==> src/bba_pkg.sv <==
`timescale 1ns / 1ps
package bba_pkg;
  localparam logic [1:0] STATUS_OK = 2'd0;
  localparam logic [1:0] STATUS_NO_FIT = 2'd1;
  localparam logic [1:0] STATUS_BAD_FREE = 2'd2;
  localparam logic OP_ALLOC = 1'b0;
  localparam logic OP_FREE = 1'b1;
  localparam logic [1:0] REG_MIN_LOG = 2'd0;
  localparam logic [1:0] REG_LEVELS = 2'd1;
  localparam logic [1:0] REG_HEADER = 2'd2;

  typedef enum logic [3:0] {
    ST_CLEAR,
    ST_IDLE,
    ST_SCAN,
    ST_SCAN_WAIT,
    ST_SPLIT,
    ST_FREE_REC,
    ST_FREE_CHECK,
    ST_MERGE_RD,
    ST_MERGE_WAIT,
    ST_DONE
  } state_t;
endpackage

==> src/bba_bitmem.sv <==
`timescale 1ns / 1ps
module bba_bitmem #(
  parameter int Depth = 255,
  parameter int AddrW = 8,
  parameter int DataW = 1
) (
  input  logic             clk,
  input  logic             we,
  input  logic [AddrW-1:0] waddr,
  input  logic [DataW-1:0] wdata,
  input  logic [AddrW-1:0] raddr,
  output logic [DataW-1:0] rdata
);
  logic [DataW-1:0] mem [Depth];

  always_ff @(posedge clk) begin
    if (we) begin
      mem[waddr] <= wdata;
    end
    rdata <= mem[raddr];
  end
endmodule

==> src/buddy_block_allocator.sv <==
`timescale 1ns / 1ps
// Binary buddy allocator over a pool of 2^(min_block_log + pool_levels - 1) bytes.
// Requests arrive on the opcode/request_bytes/free_address channel with valid and
// ready; one result per request leaves on grant_address/block_level/status with
// out_valid and out_ready. An allocate returns the smallest free block that fits,
// split down as far as the size allows; a free returns the block and merges buddies.
// The free map (one bit per tree node) and the allocation record (one entry per
// smallest block) live in single-port-read synchronous memories.
// An allocate scans nodes one at a time, lowest level first, and then does one split
// per level down; a free reads the record and then merges one buddy pair per step.
// One node is examined per memory read round trip. Requests are handled one at a
// time.
// After reset and after a write to registers 0 to 2, a clearing pass (one node and,
// while any is left, one record a cycle) runs before the first request is accepted.
// When the receiver stalls, the result is held in the output register and the next
// request is taken only once it has been delivered.
module buddy_block_allocator #(
  parameter int LEVELS = 8
) (
  input  logic        clk,
  input  logic        rst,
  input  logic        cfg_we,
  input  logic [1:0]  cfg_index,
  input  logic [6:0]  cfg_data,
  input  logic        in_valid,
  output logic        in_ready,
  input  logic        opcode,
  input  logic [23:0] request_bytes,
  input  logic [22:0] free_address,
  output logic        out_valid,
  input  logic        out_ready,
  output logic [22:0] grant_address,
  output logic [2:0]  block_level,
  output logic [1:0]  status
);
  localparam int NodeCount = (1 << LEVELS) - 1;
  localparam int SlotCount = 1 << (LEVELS - 1);
  localparam int NodeW = LEVELS;
  localparam int SlotW = (LEVELS > 1) ? LEVELS - 1 : 1;
  localparam int LvlW = $clog2(LEVELS + 1);
  localparam int RecW = $clog2(LEVELS + 1);

  logic [4:0] min_block_log;
  logic [3:0] pool_levels;
  logic [6:0] header_bytes;

  bba_pkg::state_t state, state_next;

  logic [4:0] m_eff;
  logic [LvlW-1:0] p_eff;
  always_comb begin
    if (min_block_log < 5'd4) m_eff = 5'd4;
    else if (min_block_log > 5'd16) m_eff = 5'd16;
    else m_eff = min_block_log;
    if (pool_levels == 4'd0) p_eff = LvlW'(1);
    else if (32'(pool_levels) > LEVELS) p_eff = LvlW'(LEVELS);
    else p_eff = LvlW'(pool_levels);
  end

  logic fm_we, fm_wdata, fm_rdata;
  logic [NodeW-1:0] fm_waddr, fm_raddr;
  logic ar_we;
  logic [RecW-1:0] ar_wdata, ar_rdata;
  logic [SlotW-1:0] ar_waddr, ar_raddr;

  bba_bitmem #(.Depth(NodeCount), .AddrW(NodeW), .DataW(1)) u_free_map (
    .clk(clk), .we(fm_we), .waddr(fm_waddr), .wdata(fm_wdata),
    .raddr(fm_raddr), .rdata(fm_rdata)
  );
  bba_bitmem #(.Depth(SlotCount), .AddrW(SlotW), .DataW(RecW)) u_alloc_rec (
    .clk(clk), .we(ar_we), .waddr(ar_waddr), .wdata(ar_wdata),
    .raddr(ar_raddr), .rdata(ar_rdata)
  );

  logic [24:0]      size;
  logic [LvlW-1:0]  lvl;
  logic [LvlW-1:0]  depth;
  logic [NodeW-1:0] pos;
  logic [SlotW-1:0] slot;
  logic [NodeW:0]   clr;
  logic             cfg_hit;

  assign cfg_hit = cfg_we && (cfg_index == bba_pkg::REG_MIN_LOG ||
                              cfg_index == bba_pkg::REG_LEVELS ||
                              cfg_index == bba_pkg::REG_HEADER);

  function automatic logic [NodeW-1:0] node_of(input logic [LvlW-1:0] d,
                                                input logic [NodeW-1:0] p);
    logic [NodeW:0] base;
    base = (NodeW+1)'(((NodeW+1)'(1) << d) - 1'b1);
    return NodeW'(base + (NodeW+1)'(p));
  endfunction

  logic [39:0] blk_bytes, half_bytes;
  assign blk_bytes = 40'd1 << (6'(m_eff) + 6'(lvl));
  assign half_bytes = 40'd1 << (6'(m_eff) + 6'(lvl) - 6'd1);

  logic [LvlW-1:0] top_depth;
  assign top_depth = p_eff - LvlW'(1) - lvl;
  logic [NodeW-1:0] row_last;
  assign row_last = NodeW'(((NodeW+1)'(1) << top_depth) - 1'b1);

  logic [23:0] off_a;
  logic bad_free;
  logic [22:0] a_in;
  assign a_in = free_address;
  assign off_a = 24'(a_in) - 24'(header_bytes);
  always_comb begin
    bad_free = 1'b0;
    if (a_in < 23'(header_bytes)) bad_free = 1'b1;
    else if ((off_a & ((24'd1 << m_eff) - 24'd1)) != 24'd0) bad_free = 1'b1;
    else if ((off_a >> m_eff) >= (24'd1 << (p_eff - LvlW'(1)))) bad_free = 1'b1;
  end

  logic [22:0] res_addr;
  logic [2:0]  res_lvl;
  logic [1:0]  res_status;

  always_comb begin
    state_next = state;
    case (state)
      bba_pkg::ST_CLEAR: if (clr == (NodeW+1)'(NodeCount - 1)) state_next = bba_pkg::ST_IDLE;
      bba_pkg::ST_IDLE: begin
        if (in_valid && in_ready) begin
          if (opcode == bba_pkg::OP_ALLOC) state_next = bba_pkg::ST_SCAN;
          else if (bad_free) state_next = bba_pkg::ST_DONE;
          else state_next = bba_pkg::ST_FREE_REC;
        end
      end
      bba_pkg::ST_SCAN: begin
        if (lvl >= p_eff) state_next = bba_pkg::ST_DONE;
        else if (blk_bytes >= 40'(size)) state_next = bba_pkg::ST_SCAN_WAIT;
      end
      bba_pkg::ST_SCAN_WAIT: begin
        if (fm_rdata) state_next = bba_pkg::ST_SPLIT;
        else state_next = bba_pkg::ST_SCAN;
      end
      bba_pkg::ST_SPLIT: begin
        if (!(lvl > LvlW'(0) && 40'(size) <= half_bytes)) state_next = bba_pkg::ST_DONE;
      end
      bba_pkg::ST_FREE_REC: state_next = bba_pkg::ST_FREE_CHECK;
      bba_pkg::ST_FREE_CHECK: begin
        if (ar_rdata == RecW'(0) || ar_rdata > RecW'(p_eff)) state_next = bba_pkg::ST_DONE;
        else state_next = bba_pkg::ST_MERGE_RD;
      end
      bba_pkg::ST_MERGE_RD: begin
        if (depth == LvlW'(0)) state_next = bba_pkg::ST_DONE;
        else state_next = bba_pkg::ST_MERGE_WAIT;
      end
      bba_pkg::ST_MERGE_WAIT: begin
        if (fm_rdata) state_next = bba_pkg::ST_MERGE_RD;
        else state_next = bba_pkg::ST_DONE;
      end
      bba_pkg::ST_DONE: if (out_ready || !out_valid) state_next = bba_pkg::ST_IDLE;
      default: state_next = bba_pkg::ST_CLEAR;
    endcase
    if (cfg_hit) state_next = bba_pkg::ST_CLEAR;
  end

  always_comb begin
    fm_we = 1'b0;
    fm_waddr = '0;
    fm_wdata = 1'b0;
    fm_raddr = node_of(top_depth, pos);
    ar_we = 1'b0;
    ar_waddr = slot;
    ar_wdata = '0;
    ar_raddr = slot;
    in_ready = (state == bba_pkg::ST_IDLE) && !out_valid;
    case (state)
      bba_pkg::ST_CLEAR: begin
        fm_we = 1'b1;
        fm_waddr = clr[NodeW-1:0];
        fm_wdata = (clr == '0);
        ar_we = (clr < (NodeW+1)'(SlotCount));
        ar_waddr = clr[SlotW-1:0];
      end
      bba_pkg::ST_SCAN_WAIT: begin
        if (fm_rdata) begin
          fm_we = 1'b1;
          fm_waddr = node_of(top_depth, pos);
        end
      end
      bba_pkg::ST_SPLIT: begin
        if (lvl > LvlW'(0) && 40'(size) <= half_bytes) begin
          fm_we = 1'b1;
          fm_waddr = node_of(depth + LvlW'(1), NodeW'({pos, 1'b1}));
          fm_wdata = 1'b1;
        end else begin
          ar_we = 1'b1;
          ar_waddr = SlotW'(pos << lvl);
          ar_wdata = RecW'(lvl) + RecW'(1);
        end
      end
      bba_pkg::ST_FREE_CHECK: begin
        if (!(ar_rdata == RecW'(0) || ar_rdata > RecW'(p_eff))) begin
          ar_we = 1'b1;
          ar_wdata = '0;
        end
      end
      bba_pkg::ST_MERGE_RD: begin
        fm_raddr = node_of(depth, pos ^ NodeW'(1));
        if (depth == LvlW'(0)) begin
          fm_we = 1'b1;
          fm_waddr = node_of(depth, pos);
          fm_wdata = 1'b1;
        end
      end
      bba_pkg::ST_MERGE_WAIT: begin
        fm_we = 1'b1;
        if (fm_rdata) begin
          fm_waddr = node_of(depth, pos ^ NodeW'(1));
          fm_wdata = 1'b0;
        end else begin
          fm_waddr = node_of(depth, pos);
          fm_wdata = 1'b1;
        end
      end
      default: ;
    endcase
  end

  always_ff @(posedge clk) begin
    if (rst) begin
      state <= bba_pkg::ST_CLEAR;
      clr <= '0;
      out_valid <= 1'b0;
      min_block_log <= 5'd5;
      pool_levels <= 4'd8;
      header_bytes <= 7'd16;
    end else begin
      state <= state_next;
      if (cfg_we) begin
        case (cfg_index)
          bba_pkg::REG_MIN_LOG: min_block_log <= cfg_data[4:0];
          bba_pkg::REG_LEVELS:  pool_levels <= cfg_data[3:0];
          bba_pkg::REG_HEADER:  header_bytes <= cfg_data;
          default: ;
        endcase
      end
      if (cfg_hit) begin
        clr <= '0;
      end else if (state == bba_pkg::ST_CLEAR) begin
        clr <= clr + 1'b1;
      end
      if (state == bba_pkg::ST_DONE && (out_ready || !out_valid)) out_valid <= 1'b1;
      else if (out_valid && out_ready) out_valid <= 1'b0;
    end
  end

  always_ff @(posedge clk) begin
    case (state)
      bba_pkg::ST_IDLE: begin
        size <= 25'(request_bytes) + 25'(header_bytes);
        lvl <= '0;
        pos <= '0;
        slot <= SlotW'(off_a >> m_eff);
        res_addr <= '0;
        res_lvl <= '0;
        res_status <= (opcode == bba_pkg::OP_FREE && bad_free) ?
                      bba_pkg::STATUS_BAD_FREE : bba_pkg::STATUS_OK;
      end
      bba_pkg::ST_SCAN: begin
        if (lvl >= p_eff) res_status <= bba_pkg::STATUS_NO_FIT;
        else if (blk_bytes < 40'(size)) lvl <= lvl + LvlW'(1);
        depth <= top_depth;
      end
      bba_pkg::ST_SCAN_WAIT: begin
        if (!fm_rdata) begin
          if (pos == row_last) begin
            pos <= '0;
            lvl <= lvl + LvlW'(1);
          end else begin
            pos <= pos + NodeW'(1);
          end
        end
      end
      bba_pkg::ST_SPLIT: begin
        if (lvl > LvlW'(0) && 40'(size) <= half_bytes) begin
          lvl <= lvl - LvlW'(1);
          depth <= depth + LvlW'(1);
          pos <= NodeW'({pos, 1'b0});
        end else begin
          res_addr <= 23'((40'(pos) << (6'(m_eff) + 6'(lvl))) + 40'(header_bytes));
          res_lvl <= 3'(lvl);
        end
      end
      bba_pkg::ST_FREE_CHECK: begin
        if (ar_rdata == RecW'(0) || ar_rdata > RecW'(p_eff)) begin
          res_status <= bba_pkg::STATUS_BAD_FREE;
        end else begin
          lvl <= LvlW'(ar_rdata - RecW'(1));
          res_lvl <= 3'(ar_rdata - RecW'(1));
          pos <= NodeW'(slot >> (ar_rdata - RecW'(1)));
          depth <= p_eff - LvlW'(ar_rdata);
        end
      end
      bba_pkg::ST_MERGE_WAIT: begin
        if (fm_rdata) begin
          pos <= pos >> 1;
          depth <= depth - LvlW'(1);
        end
      end
      bba_pkg::ST_DONE: begin
        if (out_ready || !out_valid) begin
          grant_address <= res_addr;
          block_level <= res_lvl;
          status <= res_status;
        end
      end
      default: ;
    endcase
  end
endmodule

==> config.mk <==
export PLATFORM = sky130hd
export DESIGN_NAME = buddy_block_allocator
export DESIGN_NICKNAME = d
export VERILOG_FILES = /design/src/bba_pkg.sv /design/src/bba_bitmem.sv /design/src/buddy_block_allocator.sv
export SDC_FILE = /design/constraint.sdc
export NUM_CORES = 2
export LEC_CHECK = 0
export ABC_AREA = 0
export BUFFER_PORTS_ARGS = -buffer_cell sky130_fd_sc_hd__clkbuf_2
export CORE_MARGIN = 2
export CORE_UTILIZATION = 40
export DETAILED_ROUTE_END_ITERATION = 12
export GPL_ROUTABILITY_DRIVEN = 0
export PLACE_DENSITY = 0.6
export SLEW_MARGIN = 20
export SYNTH_ARGS = -nofsm -noshare
export SYNTH_HDL_FRONTEND = slang
export SYNTH_SLANG_ARGS = --single-unit
==> constraint.sdc <==
create_clock -name clk -period 10.4 [get_ports clk]
set_clock_uncertainty 0.15 [all_clocks]
set_input_delay 0 -clock clk [delete_from_list [all_inputs] [get_ports clk]]
set_output_delay 0 -clock clk [all_outputs]
set_load 0.02 [all_outputs]
Word-level counts from Yosys, hierarchy flattened. Memories as Yosys holds them, arrays and structs flattened. A register that Yosys moved wholly into a read port is not among the register bits. Index checks and enable logic that the tools add are counted.

Shifts and indexed selects: 11. Equality and inequality tests: 27. Add/sub/neg operators: 23. Mux-type cells: 71. Bitwise operators: 2. $lt $le $gt $ge: 12. Multipliers: 0. Div/mod/pow operators: 0. Reductions and logical operators: 39.

Operators with widths (number): 2-to-1 mux 4 bit (23); 2-to-1 mux 8 bit (10); case mux 8 bit (5 select lines) (2); left shift 1 x 6 -> 40 bit (first input constant) (2); case mux 23 bit (2 select lines) (1); >= comparator 40 x 25 -> 1 bit (1); less-or-equal comparator 25 x 40 -> 1 bit (1); less-than comparator 40 x 25 -> 1 bit (1); case mux 4 bit (10 select lines) (1); adder 8 bit (4); adder 24 x 7 -> 25 bit (1); AND 24 bit (1); >= comparator 24 bit (1); nonzero test 24 bit (1); left shift 1 x 4 -> 24 bit (first input constant) (1); left shift 1 x 4 -> 8 bit (first input constant) (3); left shift 1 x 5 -> 24 bit (first input constant) (1); right shift 24 x 5 -> 24 bit (1); subtractor 23 x 7 -> 24 bit (1); subtractor 24 x 1 -> 24 bit (second input constant) (1); subtractor 8 x 1 -> 8 bit (second input constant) (3); adder 23 x 7 -> 23 bit (1); less-than comparator 23 x 7 -> 1 bit (1); 2-to-1 mux 23 bit (1); other kinds (57) (121).

RAM bits: 767. Memory bits (read-only): 0. Memories kept: 2. Bits of input ports: 62. Register bits: 134. Output and inout bits: 30. Logic and storage cells: 204. Latch bits: 0.

Memories: u_alloc_rec.mem (depth 128, bits a word 4, rd ports 1, clocked after Yosys merged registers in 1, wr ports 1, RTL line bba_bitmem.sv:14) `logic [DataW-1:0] mem [Depth];`; u_free_map.mem (depth 255, bits a word 1, rd ports 1, clocked after Yosys merged registers in 1, wr ports 1, RTL line bba_bitmem.sv:14).

Depth between registers and ports, before layout.
Depth in word-level cells: 13. Gate-level depth with buffers: 32. Gate-level depth less buffers: 26.

By module. A second synthesis with hierarchy kept.

Cells, all modules: 3424. Area total of the unflattened synthesis: 45519.9 µm².

By module, submodules not included: bba_bitmem (u_alloc_rec) (cells an instance 908, seq. area each 15454.8 µm², instances 1, area each 20193.1 µm²); buddy_block_allocator (cells an instance 1734, seq. area each 3723.6 µm², instances 1, area each 14118.5 µm²); bba_bitmem (u_free_map) (cells an instance 782, seq. area each 7677.4 µm², instances 1, area each 11208.2 µm²).

Worst setup path after synthesis. OpenSTA, ideal clock, no wires.

Path kind: reg-to-reg. From: register min_block_log[2]. To: memory u_free_map.mem[0], data pin. Setup slack: 0.393 ns. Stages on the path, launching flop included: 27. Arrival time: 8.349 ns. Path buffers: 4. Data required time: 8.742 ns. Clock period less this slack: 10.007 ns. Library setup time: 1.508 ns. Cell sequence: dfxtp_1 clkbuf_1 o21ba_2 nand2_1 inv_1 clkbuf_1 buf_1 ha_1 inv_1 fa_1 and2b_1 o22ai_2 and2_1 nand2b_1 nor2_1 nand2_1 nor2_1 inv_1 ha_1 nand3_1 or4_1 nor3_1 o22ai_1 a21o_1 o211ai_1 clkbuf_1 nand3_1.

Cells in the longest elaborated chain, start to end: 10. Elaborated cells between the ends (all ways): 11. Those cells by class: 2 x add/sub; 3 x order compare; 1 x shift; 4 x mux; 1 x reduce/logical.

RTL lines: start: declaration (RTL line buddy_block_allocator.sv:43) `logic [4:0] min_block_log;`; start signal: assignment (RTL line buddy_block_allocator.sv:235) `bba_pkg::REG_MIN_LOG: min_block_log <= cfg_data[4:0];`; > comparator 5 bit (RTL line buddy_block_allocator.sv:53) `else if (min_block_log > 5'd16) m_eff = 5'd16;`; 2-to-1 mux 5 bit (RTL line buddy_block_allocator.sv:53); 2-to-1 mux 5 bit * (RTL line buddy_block_allocator.sv:52) `if (min_block_log < 5'd4) m_eff = 5'd4;`; adder 5 x 4 -> 6 bit * (RTL line buddy_block_allocator.sv:96) `assign half_bytes = 40'd1 << (6'(m_eff) + 6'(lvl) - 6'd1);`; subtractor 6 x 1 -> 6 bit * (RTL line buddy_block_allocator.sv:96); left shift 1 x 6 -> 40 bit * (RTL line buddy_block_allocator.sv:96); less-or-equal comparator 25 x 40 -> 1 bit * (RTL line buddy_block_allocator.sv:185) `if (lvl > LvlW'(0) && 40'(size) <= half_bytes) begin`; logical AND 1 bit * (RTL line buddy_block_allocator.sv:185); 2-to-1 mux 1 bit * (RTL line buddy_block_allocator.sv:185); case mux 1 bit (4 select lines) * (RTL line buddy_block_allocator.sv:170) `case (state)`; net fm_wdata (RTL line buddy_block_allocator.sv:60) `logic fm_we, fm_wdata, fm_rdata;`; end: declaration (RTL line bba_bitmem.sv:14).

The timed path passes the listed nets; every way through them passes the cells marked *.

Final worst setup path.
From: register min_block_log[3]. To: memory u_alloc_rec.mem[41][0] (netlist name) (enable).

Cells in the longest elaborated chain, start to end: 12. Elaborated cells between the ends (all ways): 15. Those cells by class: 2 x add/sub; 3 x order compare; 1 x shift; 8 x mux; 1 x reduce/logical.

RTL lines: > comparator 5 bit (RTL line buddy_block_allocator.sv:53); 2-to-1 mux 5 bit (RTL line buddy_block_allocator.sv:53); 2-to-1 mux 5 bit * (RTL line buddy_block_allocator.sv:52); adder 5 x 4 -> 6 bit * (RTL line buddy_block_allocator.sv:96); subtractor 6 x 1 -> 6 bit * (RTL line buddy_block_allocator.sv:96); left shift 1 x 6 -> 40 bit * (RTL line buddy_block_allocator.sv:96); less-or-equal comparator 25 x 40 -> 1 bit * (RTL line buddy_block_allocator.sv:185); logical AND 1 bit * (RTL line buddy_block_allocator.sv:185); 2-to-1 mux 1 bit (RTL line buddy_block_allocator.sv:185); case mux 1 bit (3 select lines) (RTL line buddy_block_allocator.sv:170); 2-to-1 mux 1 bit (RTL line bba_bitmem.sv:17) `if (we) begin`; 2-to-1 mux 1 bit (not written as such) (RTL line bba_bitmem.sv:18) `mem[waddr] <= wdata;`; end: declaration (RTL line bba_bitmem.sv:14).

Every way passes the cells marked *; elsewhere a longest branch is shown, timed or not.

==> flow_summary.rst <==
.. list-table::
   :header-rows: 1

   * - Metric
     - Value
   * - Width of the die
     - 342 um
   * - Pwr dens
     - 155 nW/um2
   * - Startpoint of the worst register-to-register path
     - min_block_log[3]$_SDFFE_PP0P_
   * - Compound-Gate Fraction of Synth Area
     - under 10%
   * - Lkg Pwr
     - 17.0 nW
   * - Endpoint required time on the critical path
     - 10580 ps
   * - 1st-iter DRT viols
     - 3079
   * - Final ANT Viol Nets
     - 0
   * - Average cell area after synthesis
     - 12.8 um2
   * - Fraction of met2 tracks used by global routing
     - 32.1%
   * - Dominant combinational cell family by area after synthesis
     - multiplexers
   * - HPWL Detailed
     - between 70000 and 80000 um
   * - Endpoint kind of the worst setup timing path
     - flip-flop
   * - Endpoint of the worst-slack reg-to-reg timing path
     - u_alloc_rec.mem[41][0]$_DFFE_PP_
   * - Die Footprint
     - 117000 um2
   * - Measured slew at the worst slew-check pin
     - 1100 ps
   * - Cell count after placement
     - 5003
   * - Met1 track utilization from global routing
     - 28.1%
   * - Layout overhead on the synthesized area
     - 13.8%
   * - Post-Layout Cell Count
     - 5269
   * - Critical path arrival
     - 9670 ps
   * - Post-Syn Area
     - between 40000 and 50000 um2
   * - Std-Cell Core Area
     - ~110000 um2
   * - Met3 global-route usage
     - 3.06%
   * - Final Routed Wirelength
     - 117000 um
   * - Share of final-layout standard cells stronger than drive strength 1
     - between 10% and 20%
   * - Critical Path Fanout Max
     - 28
   * - Number of diodes
     - 0
   * - Number of H-tree levels
     - 3
   * - Syn. warnings
     - 0
   * - Wire length of the first global-routing pass
     - approximately 180000 um
   * - Shortest clock period the worst path allows after layout
     - about 9500 ps
   * - Final setup violation count
     - 0
   * - Setup Total Neg Slack
     - 0 ps
   * - Pre-antenna DRT Iters
     - 9
   * - Number of enable-type register cells in the synthesized netlist
     - 871
   * - Area share of and/or/nand/nor cells after synthesis
     - about an eighth
   * - Hold Fails Final Rpt
     - 0
   * - Pwr Total
     - 8.04 mW
   * - Highest-utilization routing layer at the global route stage
     - met2
   * - Drc violations
     - 0
   * - Setup repair after global routing missed its margin
     - no
   * - Max-capacitance violation count
     - 0
   * - Hold EP
     - pool_levels[3]$_SDFFE_PP1P_
   * - Startpoint kind of the worst setup timing path
     - flip-flop
   * - Type of the worst setup path
     - flip-flop to flip-flop
   * - Reg2reg path depth
     - 27
   * - Relative contribution of sequential cells to total power
     - between 40% and 50%
   * - Total via count in the routed design
     - 30045
   * - Count of cells along the worst hold path
     - 4
   * - Post-synthesis share of cell area spent on full adders, half adders and majority gates
     - 4.48%
   * - Switching power
     - 1.81 mW
   * - Ratio of routed vias to standard cells
     - approximately 5.7
   * - Worst hold path startpoint
     - cfg_data[3]
   * - Unique masters post-synth
     - 91
   * - Internal reg-to-reg setup slack
     - 910 ps
   * - Synth Register Bits
     - 906
   * - Highest achievable clock rate
     - about 110 MHz
   * - Switching part of the total power
     - 22.6%
   * - Number of antenna violations at the first check in global routing
     - 1
   * - Final Max Tran Viols
     - 0
   * - Mux cell area share after synthesis
     - 11.9%
   * - TritonCTS clock tree
     - built
   * - Inserted Clock Buffers
     - 96
   * - Most used DFF post-synth
     - sky130_fd_sc_hd__edfxtp_1
   * - CTS clk-pin slew, worst paths
     - 60 ps
   * - Initial Utilization
     - roughly 40%
   * - Synth Instances
     - 3553
   * - Instance area after placement
     - 47700 um2
   * - Top library cells by usage in the layout, fill and taps aside
     - sky130_fd_sc_hd__edfxtp_1 (871), sky130_fd_sc_hd__nor2_1 (579), sky130_fd_sc_hd__nand2_1 (292)
   * - Worst slew margin relative to its limit
     - 26.4%
   * - Maximum clock path buffer count
     - 3
   * - Most common cell after layout, fill and taps aside
     - sky130_fd_sc_hd__edfxtp_1
   * - Clock Root Buffer
     - sky130_fd_sc_hd__clkbuf_16
   * - Worst Hold Slack
     - 49.5 ps
   * - Port Buffers
     - 91
   * - Routed wirelength normalized by instance count
     - between 20 and 25 um
   * - Final period utilization
     - 91.2%
   * - Post-synthesis async set-or-reset flop share
     - 0%
   * - Proportion of synthesized chip area in sequential cells
     - just under 60%
   * - Vias in the first global route
     - between 20000 and 30000
   * - Combinational share of power
     - 6.5%
   * - Clock group share of total power
     - 43.7%
   * - Fraction of synthesized cell area in xor and xnor cells
     - 2.02%
   * - VDD IR-drop max
     - 0.129 mV
   * - Placement Rows
     - about 120
   * - Clock latency of the later-clocked register in the worst-skew pair
     - a little under 700 ps
   * - Final nets
     - 3910
   * - Result of the run
     - complete, no violations
   * - Number of sinks handled by clock tree synthesis
     - 906
   * - Leftover overflow at the end of global routing
     - 0
   * - Hold/Removal Path Class
     - input port to flip-flop
   * - Internal power summed over all cells
     - 6.23 mW
   * - Number of top-level pins
     - 92
   * - Post-route design area
     - 51900 um2
   * - Largest net degree at the start of global routing
     - 129
   * - DIE HEIGHT
     - approximately 340 um
   * - GRT Util Overall
     - between 15 and 20%
## synth_stat cells (35+ instances only)
cell type / number / area, um2
sky130_fd_sc_hd__xnor2_1: 56 / 490
sky130_fd_sc_hd__clkbuf_1: 148 / 556
sky130_fd_sc_hd__nor2b_1: 48 / 300
sky130_fd_sc_hd__mux2i_1: 71 / 711
sky130_fd_sc_hd__edfxtp_1: 871 / 26200
sky130_fd_sc_hd__a21oi_1: 153 / 766
sky130_fd_sc_hd__o21ai_0: 97 / 485
sky130_fd_sc_hd__xor2_1: 49 / 429
sky130_fd_sc_hd__ha_1: 147 / 1840
sky130_fd_sc_hd__dfxtp_1: 35 / 701
sky130_fd_sc_hd__nand3_1: 67 / 335
sky130_fd_sc_hd__nand2_1: 292 / 1100
sky130_fd_sc_hd__nor2_1: 582 / 2180
sky130_fd_sc_hd__mux4_2: 201 / 4530
sky130_fd_sc_hd__nor3_1: 70 / 350
sky130_fd_sc_hd__inv_1: 123 / 462
## area by class of cell
| cell class | instances | area [um2] |
|---|---|---|
| clock inverter | 64 | 788 |
| timing repair buffer | 232 | 1830 |
| fill | 10008 | 60900 |
| tap | 1500 | 1880 |
| clock buffer | 112 | 2470 |
| multi-input combinational | 2329 | 17600 |
| inverter | 126 | 473 |
| sequential | 906 | 26900 |
## registers in the layout, summed over array words and instances, names as in the netlist, 5 cells and up
signal	count
ar_raddr	7
clr	9
grant_address	23
header_bytes	7
min_block_log	5
pos	8
res_addr	23
size	25
u_alloc_rec.mem	512
u_free_map.mem	255
## metal layers
layer	vias to the layer above	share of wire (%)	wire length (um)
li1	13678	-	-
met1	15070	44	51000
met2	1125	47	55000
met3	172	7.0	8210
met4	0	2.1	2470
met5	-	0	0
## critical path, stage by stage, from the launching register on
cell and delay, ps:
sky130_fd_sc_hd__dfxtp_1 800, sky130_fd_sc_hd__o21ba_2 230, sky130_fd_sc_hd__nand2_1 50, sky130_fd_sc_hd__buf_4 240, sky130_fd_sc_hd__inv_1 590, sky130_fd_sc_hd__ha_1 290, sky130_fd_sc_hd__inv_1 60, sky130_fd_sc_hd__fa_1 430
sky130_fd_sc_hd__and2b_1 260, sky130_fd_sc_hd__o22ai_2 110, sky130_fd_sc_hd__and2_1 200, sky130_fd_sc_hd__nand2b_1 170, sky130_fd_sc_hd__nor2_1 230, sky130_fd_sc_hd__nand2_1 170, sky130_fd_sc_hd__nor2_1 210, sky130_fd_sc_hd__inv_1 60
sky130_fd_sc_hd__ha_1 290, sky130_fd_sc_hd__nand3_1 90, sky130_fd_sc_hd__or4_1 560, sky130_fd_sc_hd__nor3_1 320, sky130_fd_sc_hd__a32o_1 250, sky130_fd_sc_hd__a2111oi_4 100, sky130_fd_sc_hd__nor2_1 760, sky130_fd_sc_hd__o221ai_1 420
sky130_fd_sc_hd__o21ai_0 420, sky130_fd_sc_hd__nand3_1 800, sky130_fd_sc_hd__buf_4 490, sky130_fd_sc_hd__nor2_1 350
## power groups by stage
stage	Combinational (mW)	Clock, mW	Sequential [mW]
CTS	0.512	3.57	4.00
global route	0.573	3.73	4.00
finish	0.520	3.52	4.00
global placement	0.478	0	4.08
detailed placement	0.481	0	4.08
floorplan	0.328	0	4.09
## logic make-up after synthesis
kind of cell | after synthesis
AO/OA/AOI/OAI | 539
XOR/XNOR | 105
adder cells (fa/ha/maj) | 157
buffers and inverters | 327
flip-flops | 906
multiplexers | 289
other | 1
AND/OR/NAND/NOR | 1229
## per-stage QoR
step	worst slack, ps	util (%)
finish	911	46.0
global route	197	46.0
CTS	957	46.0
detailed placement	1030	42.3
global placement	873	42.3
floorplan	393	-
## worst max path at each step
stage,slack (ps),to,cells past startpoint,startpoint
after detailed placement,1030,u_alloc_rec.mem[41][3]$_DFFE_PP_,23,min_block_log[3]$_SDFFE_PP0P_
final,910,u_alloc_rec.mem[41][0]$_DFFE_PP_,27,min_block_log[3]$_SDFFE_PP0P_
after global routing,200,u_alloc_rec.mem[41][2]$_DFFE_PP_,27,min_block_log[3]$_SDFFE_PP0P_
after global placement,870,u_alloc_rec.mem[9][2]$_DFFE_PP_,22,min_block_log[3]$_SDFFE_PP0P_
after CTS,960,u_alloc_rec.mem[41][0]$_DFFE_PP_,23,min_block_log[3]$_SDFFE_PP0P_
after floorplan,390,u_free_map.mem[0]$_DFFE_PP_,26,min_block_log[2]$_SDFFE_PP1P_
## what timing repair did
action                    CTS  global route
setup buffers               0             0
resized for setup           0             0
hold buffers               89             0
hold endpoints to repair   59             0
(Power assumes the default switching activity.)
